### src/hw/rtl/bmprle8_pkg.sv
// ----------------------------------------------------------------------------
// bmprle8_pkg
// Shared types and constants for the BMP RLE8 span decoder.
// ----------------------------------------------------------------------------
package bmprle8_pkg;

    localparam int DIM_BITS = 13;
    localparam int CFG_INDEX_BITS = 1;

    typedef logic [DIM_BITS-1:0] dim_t;
    typedef logic [CFG_INDEX_BITS-1:0] cfg_index_t;

    // Register indexes of the configuration port
    localparam cfg_index_t CFG_IDX_WIDTH  = 1'd0;
    localparam cfg_index_t CFG_IDX_HEIGHT = 1'd1;

    localparam dim_t WIDTH_RESET  = 13'd640;
    localparam dim_t HEIGHT_RESET = 13'd480;

    // Second byte of an escape (first byte zero)
    localparam logic [7:0] ESC_EOL   = 8'd0;
    localparam logic [7:0] ESC_EOB   = 8'd1;
    localparam logic [7:0] ESC_DELTA = 8'd2;

    typedef struct packed {
        logic [7:0] code_byte;
        logic       start_of_image;
    } item_t;

    typedef struct packed {
        dim_t       start_row;
        dim_t       start_col;
        dim_t       end_row;
        dim_t       end_col;
        logic [7:0] fill_value;
        logic       clipped;
        logic       end_of_image;
    } cmd_t;

    typedef struct packed {
        logic image_done;
        logic cmd_valid;
    } core_status_t;

endpackage

### src/hw/rtl/bmprle8_in_stage.sv
// ----------------------------------------------------------------------------
// bmprle8_in_stage
// Input register: holds one accepted word until the parser consumes it.
// ----------------------------------------------------------------------------
module bmprle8_in_stage (
    input  logic                aclk,
    input  logic                aresetn,
    input  logic                s_valid,
    output logic                s_ready,
    input  bmprle8_pkg::item_t  s_item,
    input  logic                fire,
    output logic                in_valid,
    output bmprle8_pkg::item_t  in_item
);
    import bmprle8_pkg::*;

    logic  valid_reg;
    logic  valid_next;
    item_t item_reg;

    // The register frees up in the same cycle that the parser takes its word.
    assign s_ready    = !valid_reg || fire;
    assign valid_next = (s_valid && s_ready) ? 1'b1 : (fire ? 1'b0 : valid_reg);

    always_ff @(posedge aclk) begin
        if (!aresetn) begin
            valid_reg <= 1'b0;
        end else begin
            valid_reg <= valid_next;
        end
        if (s_valid && s_ready) begin
            item_reg <= s_item;
        end
    end

    assign in_valid = valid_reg;
    assign in_item  = item_reg;

endmodule

### src/hw/rtl/bmprle8_core.sv
// ----------------------------------------------------------------------------
// bmprle8_core
// RLE8 parser and cursor: turns one code byte into at most one fill span.
// ----------------------------------------------------------------------------
module bmprle8_core (
    input  logic                       aclk,
    input  logic                       aresetn,
    input  logic                       fire,
    input  bmprle8_pkg::item_t         item,
    input  bmprle8_pkg::dim_t          image_width,
    input  bmprle8_pkg::dim_t          image_height,
    output logic                       cmd_valid,
    output bmprle8_pkg::cmd_t          cmd,
    output bmprle8_pkg::core_status_t  status
);
    import bmprle8_pkg::*;

    typedef enum logic [2:0] {
        PH_FIRST,
        PH_SECOND,
        PH_DX,
        PH_DY,
        PH_LIT,
        PH_PAD
    } phase_t;

    phase_t     phase_reg, phase_next, phase_e;
    logic [7:0] saved_first_reg, saved_first_next, saved_first_e;
    logic [7:0] lit_left_reg, lit_left_next, lit_left_e, lit_dec;
    logic       pad_reg, pad_next, pad_e;
    logic [7:0] saved_dx_reg, saved_dx_next, saved_dx_e;
    dim_t       row_reg, row_next, row_e;
    dim_t       col_reg, col_next, col_e;
    logic       done_reg, done_next, done_e;

    logic [7:0] b;
    logic       soi;

    // Run target
    logic [7:0]          run_len;
    logic [DIM_BITS:0]   run_sum;
    logic                run_off;
    logic                run_over;
    dim_t                run_col;
    logic                run_clip;

    // Delta target
    logic [DIM_BITS:0]   dly_row;
    logic [DIM_BITS:0]   dly_col;

    // Span request
    logic       span_do;
    logic       span_force;
    logic       span_clip;
    logic       span_eoi;
    logic       span_eol;
    logic [7:0] span_val;
    dim_t       tgt_row;
    dim_t       tgt_col;

    // Raster distance from cursor to target
    logic signed [DIM_BITS:0]     span_dr;
    logic signed [DIM_BITS:0]     span_dc;
    logic signed [DIM_BITS:0]     width_s;
    logic signed [2*DIM_BITS+1:0] span_prod;
    logic signed [2*DIM_BITS+1:0] span_dist;
    logic       behind;
    logic       same;
    dim_t       end_row;
    dim_t       end_col;
    logic       emit;

    assign b   = item.code_byte;
    assign soi = item.start_of_image;

    // A start-of-image word sees the parser as if freshly reset.
    assign phase_e       = soi ? PH_FIRST : phase_reg;
    assign saved_first_e = soi ? 8'd0 : saved_first_reg;
    assign lit_left_e    = soi ? 8'd0 : lit_left_reg;
    assign pad_e         = soi ? 1'b0 : pad_reg;
    assign saved_dx_e    = soi ? 8'd0 : saved_dx_reg;
    assign row_e         = soi ? '0 : row_reg;
    assign col_e         = soi ? '0 : col_reg;
    assign done_e        = soi ? 1'b0 : done_reg;

    assign run_len  = (phase_e == PH_LIT) ? 8'd1 : saved_first_e;
    assign run_sum  = {1'b0, col_e} + {{(DIM_BITS-7){1'b0}}, run_len};
    assign run_off  = (row_e >= image_height) || (col_e >= image_width);
    assign run_over = run_sum > {1'b0, image_width};
    assign run_col  = run_off ? col_e : (run_over ? image_width : run_sum[DIM_BITS-1:0]);
    assign run_clip = run_off || run_over;

    assign dly_row = {1'b0, row_e} + {{(DIM_BITS-7){1'b0}}, b};
    assign dly_col = {1'b0, col_e} + {{(DIM_BITS-7){1'b0}}, saved_dx_e};

    assign lit_dec = lit_left_e - {7'd0, (lit_left_e != 8'd0)};

    always_comb begin
        phase_next       = phase_e;
        saved_first_next = saved_first_e;
        lit_left_next    = lit_left_e;
        pad_next         = pad_e;
        saved_dx_next    = saved_dx_e;
        done_next        = done_e;
        span_do          = 1'b0;
        span_force       = 1'b0;
        span_clip        = 1'b0;
        span_eoi         = 1'b0;
        span_eol         = 1'b0;
        span_val         = 8'd0;
        tgt_row          = row_e;
        tgt_col          = col_e;
        if (!done_e) begin
            unique case (phase_e)
                PH_FIRST: begin
                    saved_first_next = b;
                    phase_next       = PH_SECOND;
                end
                PH_SECOND: begin
                    phase_next = PH_FIRST;
                    if (saved_first_e != 8'd0) begin
                        span_do   = 1'b1;
                        span_val  = b;
                        span_clip = run_clip;
                        tgt_col   = run_col;
                    end else begin
                        case (b)
                            ESC_EOL: begin
                                if (row_e < image_height) begin
                                    span_do  = 1'b1;
                                    span_eol = 1'b1;
                                    tgt_col  = image_width;
                                end
                            end
                            ESC_EOB: begin
                                done_next  = 1'b1;
                                span_do    = 1'b1;
                                span_force = 1'b1;
                                span_eoi   = 1'b1;
                                if (row_e < image_height) begin
                                    tgt_row = image_height;
                                    tgt_col = '0;
                                end
                            end
                            ESC_DELTA: begin
                                phase_next = PH_DX;
                            end
                            default: begin
                                lit_left_next = b;
                                pad_next      = b[0];
                                phase_next    = PH_LIT;
                            end
                        endcase
                    end
                end
                PH_DX: begin
                    saved_dx_next = b;
                    phase_next    = PH_DY;
                end
                PH_DY: begin
                    phase_next = PH_FIRST;
                    span_do    = 1'b1;
                    if (dly_row >= {1'b0, image_height}) begin
                        tgt_row   = image_height;
                        tgt_col   = '0;
                        span_clip = 1'b1;
                    end else if (dly_col > {1'b0, image_width}) begin
                        tgt_row   = dly_row[DIM_BITS-1:0];
                        tgt_col   = image_width;
                        span_clip = 1'b1;
                    end else begin
                        tgt_row = dly_row[DIM_BITS-1:0];
                        tgt_col = dly_col[DIM_BITS-1:0];
                    end
                end
                PH_LIT: begin
                    lit_left_next = lit_dec;
                    if (lit_dec == 8'd0) begin
                        phase_next = pad_e ? PH_PAD : PH_FIRST;
                    end
                    span_do   = 1'b1;
                    span_val  = b;
                    span_clip = run_clip;
                    tgt_col   = run_col;
                end
                PH_PAD: begin
                    pad_next   = 1'b0;
                    phase_next = PH_FIRST;
                end
                default: begin
                    phase_next = PH_FIRST;
                end
            endcase
        end
    end

    // Signed raster distance (target - cursor); a negative one can only come
    // from a size change in the middle of an image, and then the span collapses.
    assign span_dr   = $signed({1'b0, tgt_row}) - $signed({1'b0, row_e});
    assign span_dc   = $signed({1'b0, tgt_col}) - $signed({1'b0, col_e});
    assign width_s   = $signed({1'b0, image_width});
    assign span_prod = (2*DIM_BITS+2)'(span_dr) * (2*DIM_BITS+2)'(width_s);
    assign span_dist = span_prod + (2*DIM_BITS+2)'(span_dc);
    assign behind    = span_dist[2*DIM_BITS+1];
    assign same      = (span_dist == '0);
    assign end_row   = behind ? row_e : tgt_row;
    assign end_col   = behind ? col_e : tgt_col;
    assign emit      = span_do && (span_force || span_clip || (!behind && !same));

    always_comb begin
        row_next = row_e;
        col_next = col_e;
        if (span_do) begin
            if (span_eol) begin
                row_next = row_e + dim_t'(1);
                col_next = '0;
            end else begin
                row_next = end_row;
                col_next = end_col;
            end
        end
    end

    always_ff @(posedge aclk) begin
        if (!aresetn) begin
            phase_reg       <= PH_FIRST;
            saved_first_reg <= 8'd0;
            lit_left_reg    <= 8'd0;
            pad_reg         <= 1'b0;
            saved_dx_reg    <= 8'd0;
            row_reg         <= '0;
            col_reg         <= '0;
            done_reg        <= 1'b0;
        end else if (fire) begin
            phase_reg       <= phase_next;
            saved_first_reg <= saved_first_next;
            lit_left_reg    <= lit_left_next;
            pad_reg         <= pad_next;
            saved_dx_reg    <= saved_dx_next;
            row_reg         <= row_next;
            col_reg         <= col_next;
            done_reg        <= done_next;
        end
    end

    assign cmd_valid        = fire && emit;
    assign cmd.start_row    = row_e;
    assign cmd.start_col    = col_e;
    assign cmd.end_row      = end_row;
    assign cmd.end_col      = end_col;
    assign cmd.fill_value   = span_val;
    assign cmd.clipped      = span_clip;
    assign cmd.end_of_image = span_eoi;

    assign status.image_done = done_reg;
    assign status.cmd_valid  = cmd_valid;

endmodule

### src/hw/rtl/bmprle8_out_stage.sv
// ----------------------------------------------------------------------------
// bmprle8_out_stage
// Result register: holds one fill command until the sink takes it.
// ----------------------------------------------------------------------------
module bmprle8_out_stage (
    input  logic               aclk,
    input  logic               aresetn,
    input  logic               load,
    input  bmprle8_pkg::cmd_t  cmd,
    input  logic               m_ready,
    output logic               m_valid,
    output bmprle8_pkg::cmd_t  m_cmd
);
    import bmprle8_pkg::*;

    logic valid_reg;
    logic valid_next;
    cmd_t cmd_reg;

    assign valid_next = load ? 1'b1 : (m_ready ? 1'b0 : valid_reg);

    always_ff @(posedge aclk) begin
        if (!aresetn) begin
            valid_reg <= 1'b0;
        end else begin
            valid_reg <= valid_next;
        end
        if (load) begin
            cmd_reg <= cmd;
        end
    end

    assign m_valid = valid_reg;
    assign m_cmd   = cmd_reg;

endmodule

### src/hw/rtl/bmp_rle8_decoder.sv
// ----------------------------------------------------------------------------
// bmp_rle8_decoder
// A fill command reaches the result port from its accepted code byte through
// the input register, then the parser into the result register.
// Throughput: one code byte per cycle while the result port is not stalled; the
// cursor update and the raster distance multiply are combinational between them.
// Reset: synchronous, active low; width 640, height 480, parser at first byte.
// ----------------------------------------------------------------------------
module bmp_rle8_decoder (
    input  logic                      aclk,
    input  logic                      aresetn,
    input  logic                      cfg_we,
    input  bmprle8_pkg::cfg_index_t   cfg_index,
    input  logic [12:0]               cfg_wdata,
    input  logic                      s_valid,
    output logic                      s_ready,
    input  logic [7:0]                s_code_byte,
    input  logic                      s_start_of_image,
    output logic                      m_valid,
    input  logic                      m_ready,
    output logic [12:0]               m_start_row,
    output logic [12:0]               m_start_col,
    output logic [12:0]               m_end_row,
    output logic [12:0]               m_end_col,
    output logic [7:0]                m_fill_value,
    output logic                      m_clipped,
    output logic                      m_end_of_image
);
    import bmprle8_pkg::*;

    dim_t         width_reg;
    dim_t         height_reg;
    item_t        s_item;
    item_t        in_item;
    logic         in_valid;
    logic         fire;
    logic         cmd_valid;
    cmd_t         cmd;
    cmd_t         m_cmd;
    core_status_t status;

    always_ff @(posedge aclk) begin
        if (!aresetn) begin
            width_reg  <= WIDTH_RESET;
            height_reg <= HEIGHT_RESET;
        end else if (cfg_we) begin
            case (cfg_index)
                CFG_IDX_WIDTH:  width_reg  <= cfg_wdata;
                CFG_IDX_HEIGHT: height_reg <= cfg_wdata;
                default: ;
            endcase
        end
    end

    assign s_item.code_byte      = s_code_byte;
    assign s_item.start_of_image = s_start_of_image;

    // The parser takes a word whenever the result register can take its answer.
    assign fire = in_valid && (!m_valid || m_ready);

    bmprle8_in_stage u_in_stage (
        .aclk     (aclk),
        .aresetn  (aresetn),
        .s_valid  (s_valid),
        .s_ready  (s_ready),
        .s_item   (s_item),
        .fire     (fire),
        .in_valid (in_valid),
        .in_item  (in_item)
    );

    bmprle8_core u_core (
        .aclk         (aclk),
        .aresetn      (aresetn),
        .fire         (fire),
        .item         (in_item),
        .image_width  (width_reg),
        .image_height (height_reg),
        .cmd_valid    (cmd_valid),
        .cmd          (cmd),
        .status       (status)
    );

    bmprle8_out_stage u_out_stage (
        .aclk    (aclk),
        .aresetn (aresetn),
        .load    (cmd_valid),
        .cmd     (cmd),
        .m_ready (m_ready),
        .m_valid (m_valid),
        .m_cmd   (m_cmd)
    );

    assign m_start_row    = m_cmd.start_row;
    assign m_start_col    = m_cmd.start_col;
    assign m_end_row      = m_cmd.end_row;
    assign m_end_col      = m_cmd.end_col;
    assign m_fill_value   = m_cmd.fill_value;
    assign m_clipped      = m_cmd.clipped;
    assign m_end_of_image = m_cmd.end_of_image;

`ifndef NO_ASSERTIONS
    // A stalled result must never be overwritten by the parser.
    a_no_overwrite: assert property (@(posedge aclk) disable iff (!aresetn)
        m_valid && !m_ready |-> !fire)
        else $error("parser fired while the result register was stalled");

    // After end of bitmap nothing is produced until the next start of image.
    a_quiet_after_eob: assert property (@(posedge aclk) disable iff (!aresetn)
        fire && status.image_done && !in_item.start_of_image |-> !status.cmd_valid)
        else $error("command produced after end of bitmap");

    // An ordinary command always covers at least one pixel.
    a_nonempty_span: assert property (@(posedge aclk) disable iff (!aresetn)
        cmd_valid && !cmd.clipped && !cmd.end_of_image |->
            (cmd.start_row != cmd.end_row) || (cmd.start_col != cmd.end_col))
        else $error("empty span emitted without clip or end of bitmap");

    // An empty input register always accepts a word.
    a_ready_when_empty: assert property (@(posedge aclk) disable iff (!aresetn)
        !in_valid |-> s_ready)
        else $error("input refused while its register was empty");
`endif

endmodule

### config.mk
export PLATFORM = sky130hd
export DESIGN_NAME = bmp_rle8_decoder
export DESIGN_NICKNAME = d
export VERILOG_FILES = /design/src/hw/rtl/bmprle8_pkg.sv /design/src/hw/rtl/bmprle8_in_stage.sv /design/src/hw/rtl/bmprle8_core.sv /design/src/hw/rtl/bmprle8_out_stage.sv /design/src/hw/rtl/bmp_rle8_decoder.sv
export SDC_FILE = /design/constraint.sdc
export NUM_CORES = 1
export LEC_CHECK = 0
export BUFFER_PORTS_ARGS = -buffer_cell sky130_fd_sc_hd__buf_2
export CORE_MARGIN = 5
export CORE_UTILIZATION = 30
export DETAILED_ROUTE_END_ITERATION = 8
export PLACE_DENSITY = 0.57
export SETUP_SLACK_MARGIN = 0.05
export SLEW_MARGIN = 5
export SYNTH_ARGS = -nofsm -noshare
export SYNTH_HDL_FRONTEND = slang
export SYNTH_SLANG_ARGS = --single-unit
### constraint.sdc
create_clock -name aclk -period 14.71 [get_ports aclk]
set_input_delay 1.471 -clock aclk [delete_from_list [all_inputs] [get_ports aclk]]
set_output_delay 1.471 -clock aclk [all_outputs]
set_load 0.05 [all_outputs]
==> reports/qor.yml <==
cts:
  cts_max_path_buffers: 2
  worstSkewPairLatency_ns: 0.46
  cts_tree: "built"
  cts_made_buffers: 17
  cts-root-buf: "clkbuf_16"
  cts.clk_slew.worst_paths_ns: 0.07
  clock-sinks: 154
  htreeDepth: 4
  hold_buffers: 0
cells_and_area:
  nets: 2841
  drive_gt1_share_pct: 11.79
  num_antenna_cells: 0
  area_growth_pct: 13.50
  fin_util_pct: 34.19
  largest_reg_flops: 62
  fin_area_um2: 22360
  final_cell_count_no_fill: 3306
job:
  drv_cap: 0
yosys:
  yosysTopAreaCellShare_pct: 20.23
  post-synth-top-count-cell: "inv_1"
  netlist-cell-type-count: 82
  avgSynthCellArea_um2: 8.483
  syn_area_um2: 19700
  yosys.area.top_type: "fa_1"
  synthFlopType: "dfxtp_1"
  ys_warn_count: 0
  synthArstFlopShare_pct: 0
  netlist_top_cells_area: "fa_1 (20%), ha_1 (12%), edfxtp_1 (11%), dfxtp_1 (8.4%), inv_1 (5.9%)"
  synth_nets: 2734
  synth_seq_area_share_pct: 19.26
  synth_edf_count: 71
  netlist_top_cells_count: "inv_1 (307), nand2_1 (243), fa_1 (199)"
  syn-instance-count: 2322
  ys_ff_latch: 154
die:
  dieHeight_um: 266.2
  start_util_pct: 30.12
  rows: 94
  ioPinCount: 92
  core_um2: 65390
  fp.dieW_um: 266.2
  dieArea_um2: 70880
sta:
  tightest_slew_ns: 1.078
  setup-violations-final: 0
  min_period_ns: 13.87
  fmax_ghz: 0.07210
  hold_violations: 0
  fin_ws_ns: 0.8401
  worst_slew_margin_rel_pct: 28.11
  finClkSkew_ns: 0.01402
  min_period_over_period_pct: 94.29
  drv_slew: 0
  rsz0062_at_grt: "false"
global_routing:
  overflow: 0
  grt_pass1_vias: 17759
  antenna_found_initial: 0
  grt_max_degree: 63
  grt_pass1_wl_um: 103700
  grtUsageTotal_pct: 18.44
critical_path:
  crit_arrival_ns: 14.03
  critPathBufInv: 12
  critPathKind: "reg -> reg"
  cp-start-kind: "flip-flop"
  cp_slowest_cell: "fa_1"
  path_max_fanout: 22
  worst_setup_path_end_kind: "flip-flop"
  cp_top_family: "compound AO/OA/AOI/OAI gates"
  cp.required_ns: 14.87
  crit_path_frequent_cell: "fa_1"
  max_stage_delay_ns: 0.57
place:
  port_buffers: 91
  place_worst_setup_slack_ns: -0.1626
  place_area_um2: 21470
  gp_congestion: 0.9702
  dp_cells: 3258
  dp_hpwl_um: 53740
drt:
  first_pass_iters: 8
  drc: 0
  vias: 17548
  ant_nets: 0
  routed_via_density: 5.308
  wl_per_cell_um: 20.25
  drtIter0Drc: 1427
  wl_um: 66940
worst_hold_path:
  hold_path_class: "reg -> reg"
outcome:
  outcome: "complete, no violations"
==> placed cells by master, fill, tap and decap left out, types with 9 or more instances in the layout <==
cell,n
a211oi_1,18
a21boi_0,9
a21o_1,21
a21oi_1,140
a22o_1,9
a22oi_1,28
a31oi_1,12
and2_1,87
and3_1,25
buf_2,91
buf_4,87
clkbuf_16,19
dfxtp_1,82
edfxtp_1,71
fa_1,199
ha_1,183
inv_1,306
mux2_2,13
mux2i_1,33
nand2_1,242
nand2b_1,28
nand3_1,29
nand4_1,17
nor2_1,169
nor2b_1,50
nor3_1,34
nor4_1,10
o211ai_1,19
o21a_1,15
o21ai_0,113
o21ai_1,12
o221ai_1,14
o22ai_1,13
or3_1,10
xnor2_1,49
xor2_1,15
==> metrics by stage <==
stage / hold WS [ns] / setup TNS, ns
floorplan: 0.4256 / 0
global placement: 0.4346 / -4.430
detailed placement: 0.4435 / -9.443
CTS: 0.4532 / 0
global route: 0.4876 / 0
finish: 0.4485 / 0
==> tightest hold or removal path: cells and delay by family, from the launching register on <==
kind,cells,cell delay (ns)
DFF,1,0.31
and+or+nand+nor,2,0.10
==> kinds of logic after synthesis <==
logic type / synth area share [%]
compound gates: 17.46
xor+xnor: 3.005
flops: 19.26
mux: 2.420
buf+inv: 7.934
fa+ha+maj: 32.04
simple gates: 17.88
==> repair_timing <==
item / 4_1_cts / 5_1_grt
setup endpoints to repair: 69 / 115
pin swaps: 1 / 8
setup buffers: 2 / 11
resized for setup: 3 / 49
gates cloned: 0 / 3
==> worst paths after layout <==
| check | from | endpoint | slack, ns | cells past startpoint |
|---|---|---|---|---|
| worst max-delay path | u_in_stage.in_item[0] | u_out_stage.m_cmd[1] | 0.84 | 57 |
| worst min-delay path | u_core.row_reg[12] | u_core.row_reg[12] | 0.45 | 2 |
| worst max register to register | u_in_stage.in_item[0] | u_out_stage.m_cmd[1] | 0.84 | 57 |
| worst min register to register | u_core.row_reg[12] | u_core.row_reg[12] | 0.45 | 2 |
==> area by class of cell <==
type / count / area [um^2]
clock inverters: 13 / 111.4
clock buffers: 19 / 432.9
flip-flops and latches: 154 / 3795
repair buffers: 187 / 1254
well taps: 864 / 1081
multi-input cells: 1758 / 14510
inverters: 311 / 1167
fillers: 6902 / 43040
==> layer usage <==
| layer | global-route usage [%] | share of wire [%] |
|---|---|---|
| met4 | 6.164 | 3.4 |
| met1 | 24.75 | 43 |
| met3 | 2.198 | 5.6 |
| met5 | 0 | 0 |
| met2 | 30.99 | 48 |
Power is not shown: default switching activity piles up to over one toggle a cycle in this logic, so the estimate is an artifact.
